$ cat config.mk
export PLATFORM = sky130hd
export DESIGN_NAME = integer_to_text_formatter_unit
export DESIGN_NICKNAME = d
export VERILOG_FILES = /design/src/rtl/itf_pkg.sv /design/src/rtl/integer_to_text_formatter_unit.sv /design/src/rtl/itf_cell.sv
export SDC_FILE = /design/constraint.sdc
export NUM_CORES = 1
export LEC_CHECK = 0
export BUFFER_PORTS_ARGS = -buffer_cell sky130_fd_sc_hd__buf_2
export CAP_MARGIN = 20
export CORE_MARGIN = 1.5
export CORE_UTILIZATION = 56
export DETAILED_ROUTE_END_ITERATION = 16
export GPL_TIMING_DRIVEN = 0
export HOLD_SLACK_MARGIN = 0.08
export PLACE_DENSITY = 0.78
export SYNTH_ARGS = -nofsm -noshare
export SYNTH_HDL_FRONTEND = slang
export SYNTH_SLANG_ARGS = --single-unit
$ cat constraint.sdc
create_clock -name i_clk -period 5.3 [get_ports i_clk]
set_clock_uncertainty 0.15 [all_clocks]
set_input_delay 0.53 -clock i_clk [delete_from_list [all_inputs] [get_ports i_clk]]
set_output_delay 0.53 -clock i_clk [all_outputs]
set_load 0.02 [all_outputs]
$ cat src/rtl/itf_pkg.sv
`timescale 1ns / 1ps
// itf_pkg: shared types, sizes and character codes for the integer to text formatter.
// Used by itf_cell and integer_to_text_formatter_unit. No dependencies.
package itf_pkg;

    localparam int VALUE_BITS = 64;
    localparam int MAX_OUTPUT = 64;
    localparam int PREC_CAP   = 40;
    localparam int NCELLS     = 22;
    localparam int CNT_W      = $clog2(VALUE_BITS);
    localparam int NDIG_W     = $clog2(NCELLS + 1);
    localparam int REM_W      = $clog2(MAX_OUTPUT + 1);

    localparam logic [2:0] CONV_SDEC  = 3'd0;
    localparam logic [2:0] CONV_UDEC  = 3'd1;
    localparam logic [2:0] CONV_HEXL  = 3'd2;
    localparam logic [2:0] CONV_HEXU  = 3'd3;
    localparam logic [2:0] CONV_OCT   = 3'd4;
    localparam logic [2:0] CONV_PTR   = 3'd5;

    localparam logic [7:0] CH_SPACE  = 8'h20;
    localparam logic [7:0] CH_PLUS   = 8'h2B;
    localparam logic [7:0] CH_MINUS  = 8'h2D;
    localparam logic [7:0] CH_ZERO   = 8'h30;
    localparam logic [7:0] CH_UA     = 8'h41;
    localparam logic [7:0] CH_UX     = 8'h58;
    localparam logic [7:0] CH_LA     = 8'h61;
    localparam logic [7:0] CH_LX     = 8'h78;

    typedef enum logic [1:0] {
        RADIX_DEC,
        RADIX_OCT,
        RADIX_HEX
    } t_radix;

    typedef enum logic [1:0] {
        CELL_HOLD,
        CELL_CLEAR,
        CELL_DOUBLE,
        CELL_SHIFT
    } t_cell_op;

    typedef struct packed {
        t_cell_op op;
        t_radix   radix;
    } t_cell_ctrl;

    function automatic logic [7:0] digit_char(input logic [3:0] d, input logic upper);
        logic [7:0] base_ch;
        base_ch = upper ? CH_UA : CH_LA;
        if (d < 4'd10) begin
            digit_char = CH_ZERO + {4'd0, d};
        end else begin
            digit_char = base_ch + {4'd0, d} - 8'd10;
        end
    endfunction

endpackage

$ cat src/rtl/integer_to_text_formatter_unit.sv
`timescale 1ns / 1ps
// integer_to_text_formatter_unit: printf-style integer conversion, one character per transaction.
// Depends on itf_pkg and itf_cell.
//
// One input transaction at a time. The value is shifted, one bit per cycle, into a row of
// 22 digit cells. The row then drops leading zero digits (up to 21) until the leading digit
// is on top. A setup state computes the padding counts, and the text follows at one
// character per cycle while the output is not stalled (at most 63 characters). The next
// input transaction can be taken in the cycle after the last character is loaded into
// the output register.
module integer_to_text_formatter_unit (
    input  logic        i_clk,
    input  logic        i_rst_n,
    input  logic        i_in_valid,
    output logic        o_in_ready,
    input  logic [63:0] i_value,
    input  logic [2:0]  i_conversion,
    input  logic        i_long_arg,
    input  logic        i_left_align,
    input  logic        i_plus_sign,
    input  logic        i_space_sign,
    input  logic        i_alt_form,
    input  logic        i_zero_fill,
    input  logic [5:0]  i_field_width,
    input  logic        i_has_min_digits,
    input  logic [5:0]  i_min_digits,
    output logic        o_out_valid,
    input  logic        i_out_ready,
    output logic [7:0]  o_char_out,
    output logic        o_last_char
);
    import itf_pkg::*;

    typedef enum logic [2:0] {
        S_IDLE,
        S_CONV,
        S_NORM,
        S_SETUP,
        S_EMIT
    } t_state;

    typedef enum logic [2:0] {
        EM_LPAD,
        EM_SIGN,
        EM_PRE0,
        EM_PREX,
        EM_ZPAD,
        EM_DIGIT,
        EM_RPAD
    } t_emit_sel;

    t_state               r_state;
    logic [CNT_W-1:0]     r_cnt;
    logic [VALUE_BITS-1:0] r_val;
    t_radix               r_radix;
    logic                 r_upper;
    logic                 r_left;
    logic                 r_zfill;
    logic                 r_hasp;
    logic [5:0]           r_prec;
    logic [5:0]           r_width;
    logic                 r_pre_sign;
    logic [7:0]           r_sign_ch;
    logic                 r_pre0;
    logic                 r_prex;
    logic [NDIG_W-1:0]    r_ndig;
    logic [5:0]           r_lpad;
    logic [5:0]           r_zpad;
    logic [5:0]           r_rpad;
    logic [REM_W-1:0]     r_remain;
    logic                 r_out_valid;
    logic [7:0]           r_char;
    logic                 r_last;

    // input decode
    logic                  w_accept;
    logic                  w_signed;
    logic [VALUE_BITS-1:0] w_wide;
    logic                  w_neg;
    logic [VALUE_BITS-1:0] w_mag;
    logic                  w_nonzero;
    logic                  w_alt;
    logic                  w_hex;
    logic                  w_oct;
    logic                  w_sign_any;

    // setup arithmetic
    logic [5:0]            w_prec_fill;
    logic [1:0]            w_plen;
    logic [6:0]            w_body;
    logic                  w_wide_field;
    logic [5:0]            w_wpad;
    logic [6:0]            w_total;

    // emission
    logic                  w_emit_go;
    t_emit_sel             w_sel;
    logic [7:0]            n_char;

    // cell row
    t_cell_ctrl            w_ctrl;
    logic [NCELLS-1:0]     w_cin;
    logic [NCELLS-1:0]     w_cout;
    logic [3:0]            w_low   [NCELLS];
    logic [3:0]            w_digit [NCELLS];
    logic [3:0]            w_top;

    assign w_accept   = i_in_valid && o_in_ready;
    assign o_in_ready = (r_state == S_IDLE);

    always_comb begin
        w_signed = (i_conversion == CONV_SDEC);
        w_hex    = (i_conversion == CONV_HEXL) || (i_conversion == CONV_HEXU)
                || (i_conversion == CONV_PTR);
        w_oct    = (i_conversion == CONV_OCT);
        w_alt    = i_alt_form || (i_conversion == CONV_PTR);
        if (i_long_arg) begin
            w_wide = i_value[VALUE_BITS-1:0];
        end else if (w_signed) begin
            w_wide = {{(VALUE_BITS-32){i_value[31]}}, i_value[31:0]};
        end else begin
            w_wide = {{(VALUE_BITS-32){1'b0}}, i_value[31:0]};
        end
        w_neg      = w_signed && w_wide[VALUE_BITS-1];
        w_mag      = w_neg ? (~w_wide + 1'b1) : w_wide;
        w_nonzero  = (w_wide != '0);
        w_sign_any = w_neg || (w_signed && (i_plus_sign || i_space_sign));
    end

    always_comb begin
        if (r_hasp && (r_prec > {{(6-NDIG_W){1'b0}}, r_ndig})) begin
            w_prec_fill = r_prec - {{(6-NDIG_W){1'b0}}, r_ndig};
        end else begin
            w_prec_fill = 6'd0;
        end
        w_plen       = {1'b0, r_pre_sign} + {1'b0, r_pre0} + {1'b0, r_prex};
        w_body       = {5'd0, w_plen} + {1'b0, w_prec_fill} + {{(7-NDIG_W){1'b0}}, r_ndig};
        w_wide_field = ({1'b0, r_width} > w_body);
        w_wpad       = w_wide_field ? (r_width - w_body[5:0]) : 6'd0;
        w_total      = w_wide_field ? {1'b0, r_width} : w_body;
    end

    assign w_emit_go = (r_state == S_EMIT) && (!r_out_valid || i_out_ready);

    always_comb begin
        priority if (r_lpad != 6'd0) begin
            w_sel = EM_LPAD;
        end else if (r_pre_sign) begin
            w_sel = EM_SIGN;
        end else if (r_pre0) begin
            w_sel = EM_PRE0;
        end else if (r_prex) begin
            w_sel = EM_PREX;
        end else if (r_zpad != 6'd0) begin
            w_sel = EM_ZPAD;
        end else if (r_ndig != '0) begin
            w_sel = EM_DIGIT;
        end else begin
            w_sel = EM_RPAD;
        end
    end

    always_comb begin
        unique case (w_sel)
            EM_SIGN:  n_char = r_sign_ch;
            EM_PRE0:  n_char = CH_ZERO;
            EM_PREX:  n_char = r_upper ? CH_UX : CH_LX;
            EM_ZPAD:  n_char = CH_ZERO;
            EM_DIGIT: n_char = digit_char(w_top, r_upper);
            default:  n_char = CH_SPACE;
        endcase
    end

    // cell row control
    assign w_top = w_digit[NCELLS-1];

    always_comb begin
        w_ctrl.radix = r_radix;
        w_ctrl.op    = CELL_HOLD;
        unique case (r_state)
            S_IDLE: begin
                if (w_accept) begin
                    w_ctrl.op = CELL_CLEAR;
                end
            end
            S_CONV: w_ctrl.op = CELL_DOUBLE;
            S_NORM: begin
                if ((w_top == 4'd0) && (r_ndig > 1)) begin
                    w_ctrl.op = CELL_SHIFT;
                end
            end
            S_EMIT: begin
                if (w_emit_go && (w_sel == EM_DIGIT)) begin
                    w_ctrl.op = CELL_SHIFT;
                end
            end
            default: w_ctrl.op = CELL_HOLD;
        endcase
    end

    assign w_cin[0] = r_val[VALUE_BITS-1];
    assign w_low[0] = 4'd0;

    genvar g;
    generate
        for (g = 0; g < NCELLS; g++) begin : g_cell
            if (g > 0) begin : g_link
                assign w_cin[g] = w_cout[g-1];
                assign w_low[g] = w_digit[g-1];
            end
            itf_cell u_cell (
                .i_clk   (i_clk),
                .i_ctrl  (w_ctrl),
                .i_carry (w_cin[g]),
                .i_digit (w_low[g]),
                .o_carry (w_cout[g]),
                .o_digit (w_digit[g])
            );
        end
    endgenerate

    always_ff @(posedge i_clk) begin
        if (!i_rst_n) begin
            r_state     <= S_IDLE;
            r_cnt       <= '0;
            r_ndig      <= '0;
            r_lpad      <= '0;
            r_zpad      <= '0;
            r_rpad      <= '0;
            r_remain    <= '0;
            r_pre_sign  <= 1'b0;
            r_pre0      <= 1'b0;
            r_prex      <= 1'b0;
            r_out_valid <= 1'b0;
        end else begin
            if (r_out_valid && i_out_ready && !w_emit_go) begin
                r_out_valid <= 1'b0;
            end
            unique case (r_state)
                S_IDLE: begin
                    if (w_accept) begin
                        r_state    <= S_CONV;
                        r_cnt      <= '0;
                        r_val      <= w_mag;
                        r_radix    <= w_hex ? RADIX_HEX : (w_oct ? RADIX_OCT : RADIX_DEC);
                        r_upper    <= (i_conversion == CONV_HEXU);
                        r_left     <= i_left_align;
                        r_zfill    <= i_zero_fill && !i_left_align && !i_has_min_digits;
                        r_hasp     <= i_has_min_digits;
                        r_prec     <= (i_min_digits > 6'(PREC_CAP)) ? 6'(PREC_CAP)
                                                                    : i_min_digits;
                        r_width    <= i_field_width;
                        r_pre_sign <= w_sign_any;
                        r_sign_ch  <= w_neg ? CH_MINUS : (i_plus_sign ? CH_PLUS : CH_SPACE);
                        r_pre0     <= w_alt && w_nonzero && (w_hex || w_oct);
                        r_prex     <= w_alt && w_nonzero && w_hex;
                        r_ndig     <= NDIG_W'(NCELLS);
                    end
                end
                S_CONV: begin
                    r_val <= {r_val[VALUE_BITS-2:0], 1'b0};
                    r_cnt <= r_cnt + 1'b1;
                    if (r_cnt == CNT_W'(VALUE_BITS - 1)) begin
                        r_state <= S_NORM;
                    end
                end
                S_NORM: begin
                    if ((w_top == 4'd0) && (r_ndig > 1)) begin
                        r_ndig <= r_ndig - 1'b1;
                    end else begin
                        r_state <= S_SETUP;
                    end
                end
                S_SETUP: begin
                    r_lpad   <= (r_left || r_zfill) ? 6'd0 : w_wpad;
                    r_zpad   <= (r_zfill ? w_wpad : 6'd0) + w_prec_fill;
                    r_rpad   <= r_left ? w_wpad : 6'd0;
                    r_remain <= REM_W'(w_total);
                    r_state  <= S_EMIT;
                end
                S_EMIT: begin
                    if (w_emit_go) begin
                        r_out_valid <= 1'b1;
                        r_char      <= n_char;
                        r_last      <= (r_remain == REM_W'(1));
                        r_remain    <= r_remain - 1'b1;
                        if (r_remain == REM_W'(1)) begin
                            r_state <= S_IDLE;
                        end
                        unique case (w_sel)
                            EM_LPAD:  r_lpad     <= r_lpad - 1'b1;
                            EM_SIGN:  r_pre_sign <= 1'b0;
                            EM_PRE0:  r_pre0     <= 1'b0;
                            EM_PREX:  r_prex     <= 1'b0;
                            EM_ZPAD:  r_zpad     <= r_zpad - 1'b1;
                            EM_DIGIT: r_ndig     <= r_ndig - 1'b1;
                            default:  r_rpad     <= r_rpad - 1'b1;
                        endcase
                    end
                end
                default: r_state <= S_IDLE;
            endcase
        end
    end

    assign o_out_valid = r_out_valid;
    assign o_char_out  = r_char;
    assign o_last_char = r_last;

    a_accept_starts_conv: assert property (@(posedge i_clk) disable iff (!i_rst_n)
        w_accept |=> (r_state == S_CONV) && (r_cnt == '0))
        else $error("conversion did not start after input transaction");

    a_row_no_overflow: assert property (@(posedge i_clk) disable iff (!i_rst_n)
        (r_state == S_CONV) |-> !w_cout[NCELLS-1])
        else $error("digit row overflowed");

    a_norm_keeps_digit: assert property (@(posedge i_clk) disable iff (!i_rst_n)
        (r_state == S_NORM) |-> (r_ndig != '0))
        else $error("digit count fell to zero");

    a_last_ends_item: assert property (@(posedge i_clk) disable iff (!i_rst_n)
        (w_emit_go && (r_remain == REM_W'(1))) |=> (r_state == S_IDLE) && o_last_char)
        else $error("last character did not end the item");

    a_no_empty_emit: assert property (@(posedge i_clk) disable iff (!i_rst_n)
        (r_state == S_EMIT) |-> (r_remain != '0))
        else $error("emitting with nothing left");

endmodule

$ cat src/rtl/itf_cell.sv
`timescale 1ns / 1ps
// itf_cell: one digit cell of the conversion row (base 8, 10 or 16).
// Doubles its digit with the carry from below, takes the digit below, clears or holds. Uses itf_pkg.
module itf_cell (
    input  logic               i_clk,
    input  itf_pkg::t_cell_ctrl i_ctrl,
    input  logic               i_carry,
    input  logic [3:0]         i_digit,
    output logic               o_carry,
    output logic [3:0]         o_digit
);
    import itf_pkg::*;

    logic [3:0] r_digit;
    logic [3:0] n_digit;
    logic [3:0] w_half;
    logic [4:0] w_base;
    logic [4:0] w_dbl;

    always_comb begin
        unique case (i_ctrl.radix)
            RADIX_OCT: begin
                w_half = 4'd4;
                w_base = 5'd8;
            end
            RADIX_HEX: begin
                w_half = 4'd8;
                w_base = 5'd16;
            end
            default: begin
                w_half = 4'd5;
                w_base = 5'd10;
            end
        endcase
    end

    // carry out depends on the held digit and the radix only, so the row does not ripple
    assign o_carry = (r_digit >= w_half);
    assign w_dbl   = {r_digit, i_carry} - (o_carry ? w_base : 5'd0);
    assign o_digit = r_digit;

    always_comb begin
        unique case (i_ctrl.op)
            CELL_CLEAR:  n_digit = 4'd0;
            CELL_DOUBLE: n_digit = w_dbl[3:0];
            CELL_SHIFT:  n_digit = i_digit;
            default:     n_digit = r_digit;
        endcase
    end

    always_ff @(posedge i_clk) begin
        r_digit <= n_digit;
    end

endmodule
==> flow_summary.ini <==
[worst_hold_path]
hold_path.class = primary input to flop
min_to = r_prec[3]$_SDFFCE_PN1P_
hp-start = i_min_digits[3]
whs_path_depth = 2

[power]
p_per_area_nw_per_um2 = 475
p_leak_nw = 7.00
peakVddDrop_mv = 0.332

[worst_setup_path]
r2r-end = r_zpad[4]$_SDFFE_PN0P_
criticalPathCategory = flop to flop
cp-start-kind = flop
crit_path_top_delay_cell = edfxtp_1
worst-path-max-fanout = 3
r2r_start = r_prec[0]$_SDFFCE_PN0P_
path_buf_inv = 3
critPathTopFamily = compound AO/OA/AOI/OAI gates
arrival_ps = 5770
required_ps = 5610
max_stage_delay_ps = 380
rr_worst_depth = 31
worstSetupEndpointType = flop
regToRegSetupSlack_ps = -160

[placement]
placed_cells = 2081
placed_area_sq_um = 16200
port_buffers = 99
gp_congestion = 0.972
dpl.hpwl_microns = 29500

[logic_synthesis]
syn_avg_cell_area_sq_um = 9.20
yosys_warnings = 0
synth_edf_count = 181
netlist_top_cells_area = edfxtp_1 36%, ha_1 12%, dfxtp_1 4.9%, o21ai_0 4.8%, nand2_1 4.7%
syn_nets = 1880
synth_top_area_share_pct = 36.0
syn-cell-area_sq_um = 15100
yosysTopAreaCell = edfxtp_1
yosysSeqAreaShare_pct = 40.9
netlist_instances = 1641
ys_ff_latch = 218
synth_cell_type_count = 81
dominantRegCellSynth = edfxtp_1
async_reset_ff_share_pct = 0

[run]
cap_violations = 0

[die]
coreArea_sq_um = 26300
initial_core_util_pct = 57.4
core.rowCount = 59
dieArea_sq_um = 28000
die_h_microns = 167
ios = 101
die_w_microns = 167

[grt]
grt_max_degree = 58
antenna_found_initial = 1
overflow = 0
grt_pass1_vias = 12800
grt_pass1_wl_microns = 65600
grt.total_usage_pct = 29.0

[clocking]
cts_buffer_depth = 3
cts.clk_slew.worst_paths_ps = 60
cts_tree = yes
cts_max_level = 1
cts_inserted_buffers = 25
root_buffer = clkbuf_16
insertion_delay_ps = 530
cts.sinks = 218

[cells_and_area]
area_delta_synth_final_pct = 15.4
nNetsFinal = 2035
fillers = 2095
fin_cells = 2150
layout_commonest_cell = nand2_1
post-route-cell-area_sq_um = 17400
drive_gt1_share_pct = 13.1
final_cell_mix = 188 x nand2_1, 181 x edfxtp_1, 142 x o21ai_0, 131 x a21oi_1, 131 x ha_1

[outcome]
violations = setup timing
status = complete, but fails checks

[sta]
setup_violations = 3
holdWs_ps = 116
hold_viol_final = 0
slew_viol_final = 0
min_period_ps = 5460
worst_pin_slew_ps = 978
rsz0062_at_grt = true
post-route-period-util_pct = 103
relSlewSlack_pct = 34.3
fin_ws_ps = -158
clock.fmax_mhz = 183

[drt]
routed_wl_microns = 40600
wl_per_cell_microns = 18.9
drtPass1Iterations = 6
vias = 13000
drtAntennaViolNets = 0
viasPerCell = 6.03
first_iter_violations = 1195
drc = 0
synth_stat cells (6+ instances only):
cell type	n
or4_1	11
o21ai_1	38
nand3_1	40
nor3b_1	8
nand2_1	190
and3_1	8
buf_2	9
inv_1	104
xor2_1	67
nor4_1	9
mux2i_1	6
nor2_1	114
nor3_1	28
ha_1	144
a31oi_1	15
edfxtp_1	181
and2_1	16
a21oi_1	137
xnor2_1	59
dfxtp_1	37
o41ai_1	7
o21ai_0	146
nand2b_1	13
a21o_1	36
nor2b_1	36
clkbuf_1	55
o31ai_1	11
or3_1	9
power breakdown:
part / internal [mW] / switching (mW)
Combinational: 1.51 / 2.21
Clock: 0.879 / 0.706
Sequential: 2.64 / 0.328
Total: 5.03 / 3.24
timing repair:
item	4_1_cts	5_1_grt
setup buffers	14	2
setup endpoints to repair	9	9
endpoints found under the hold margin	8	0
hold buffers	8	0
pin swaps	19	14
gates cloned	0	0
resized for setup	33	16
layer usage:
| layer | routed length, microns | GRT usage [%] |
|---|---|---|
| met1 | 17500 | 39.9 |
| met2 | 19000 | 47.6 |
| met3 | 3070 | 4.30 |
| met4 | 992 | 8.58 |
| met5 | 0 | 0 |
flip-flops by register name (all words and copies together), names as in the netlist, 3 cells and up:
register	count
r_lpad	6
r_zpad	6
r_state	3
r_sign_ch	3
r_val	64
g_cell.u_cell.o_digit	88
o_char_out	7
r_width	6
r_ndig	5
r_remain	7
r_prec	6
r_cnt	6
through the flow:
step	utilization, %	TNS [ps]	setup slack, ps	power, mW
2_1_floorplan	-	0	11.3	5.43
5_1_grt	66.3	-1780	-464	8.86
3_3_place_gp	61.2	-132580	-964	6.23
3_5_place_dp	61.7	-2420	-633	6.41
6_report	66.3	-449	-158	8.27
4_1_cts	65.9	-182	-112	8.17
layout make-up:
type                       count  area [sq um]  share of cell area, %
clock buffer                  31           658                   3.78
multi-input combinational   1245          8550                   49.1
inverter                     104           390                   2.24
timing repair buffer         129           825                   4.73
tap                          335           419                   2.41
clock inverter                14          72.6                  0.417
sequential                   218          6180                   35.5
antenna                        1          2.50                 0.0144
buffer                        73           323                   1.85
worst max path at each step:
stage / from / end / slack (ps) / depth (start not counted)
after floorplan: r_prec[0]$_SDFFCE_PN0P_ / r_zpad[4]$_SDFFE_PN0P_ / 10 / 31
after global placement: r_state[2]$_SDFFE_PN0P_ / g_cell[8].u_cell.o_digit[2]$_SDFFCE_PN0P_ / -960 / 8
after detailed placement: r_prec[0]$_SDFFCE_PN0P_ / r_zpad[5]$_SDFFE_PN0P_ / -630 / 29
after CTS: r_prec[0]$_SDFFCE_PN0P_ / r_zpad[4]$_SDFFE_PN0P_ / -110 / 29
after global routing: r_prec[0]$_SDFFCE_PN0P_ / r_zpad[4]$_SDFFE_PN0P_ / -460 / 31
final: r_prec[0]$_SDFFCE_PN0P_ / r_zpad[4]$_SDFFE_PN0P_ / -160 / 31
cells by family (layout without fill, tap and decap cells):
logic type / after synthesis / in the layout / synth area share [%]
and+or+nand+nor: 512 / 512 / 16.5
other: 1 / 2 / 0.0248
adders and majority gates: 149 / 149 / 12.6
muxes: 7 / 7 / 0.472
AOI/OAI and AO/OA: 449 / 449 / 17.3
DFF: 218 / 218 / 40.9
xor gates and xnor gates: 127 / 127 / 7.46
buffers and inverters: 178 / 351 / 4.75
No activity file was read; power rests on OpenSTA's default activity.
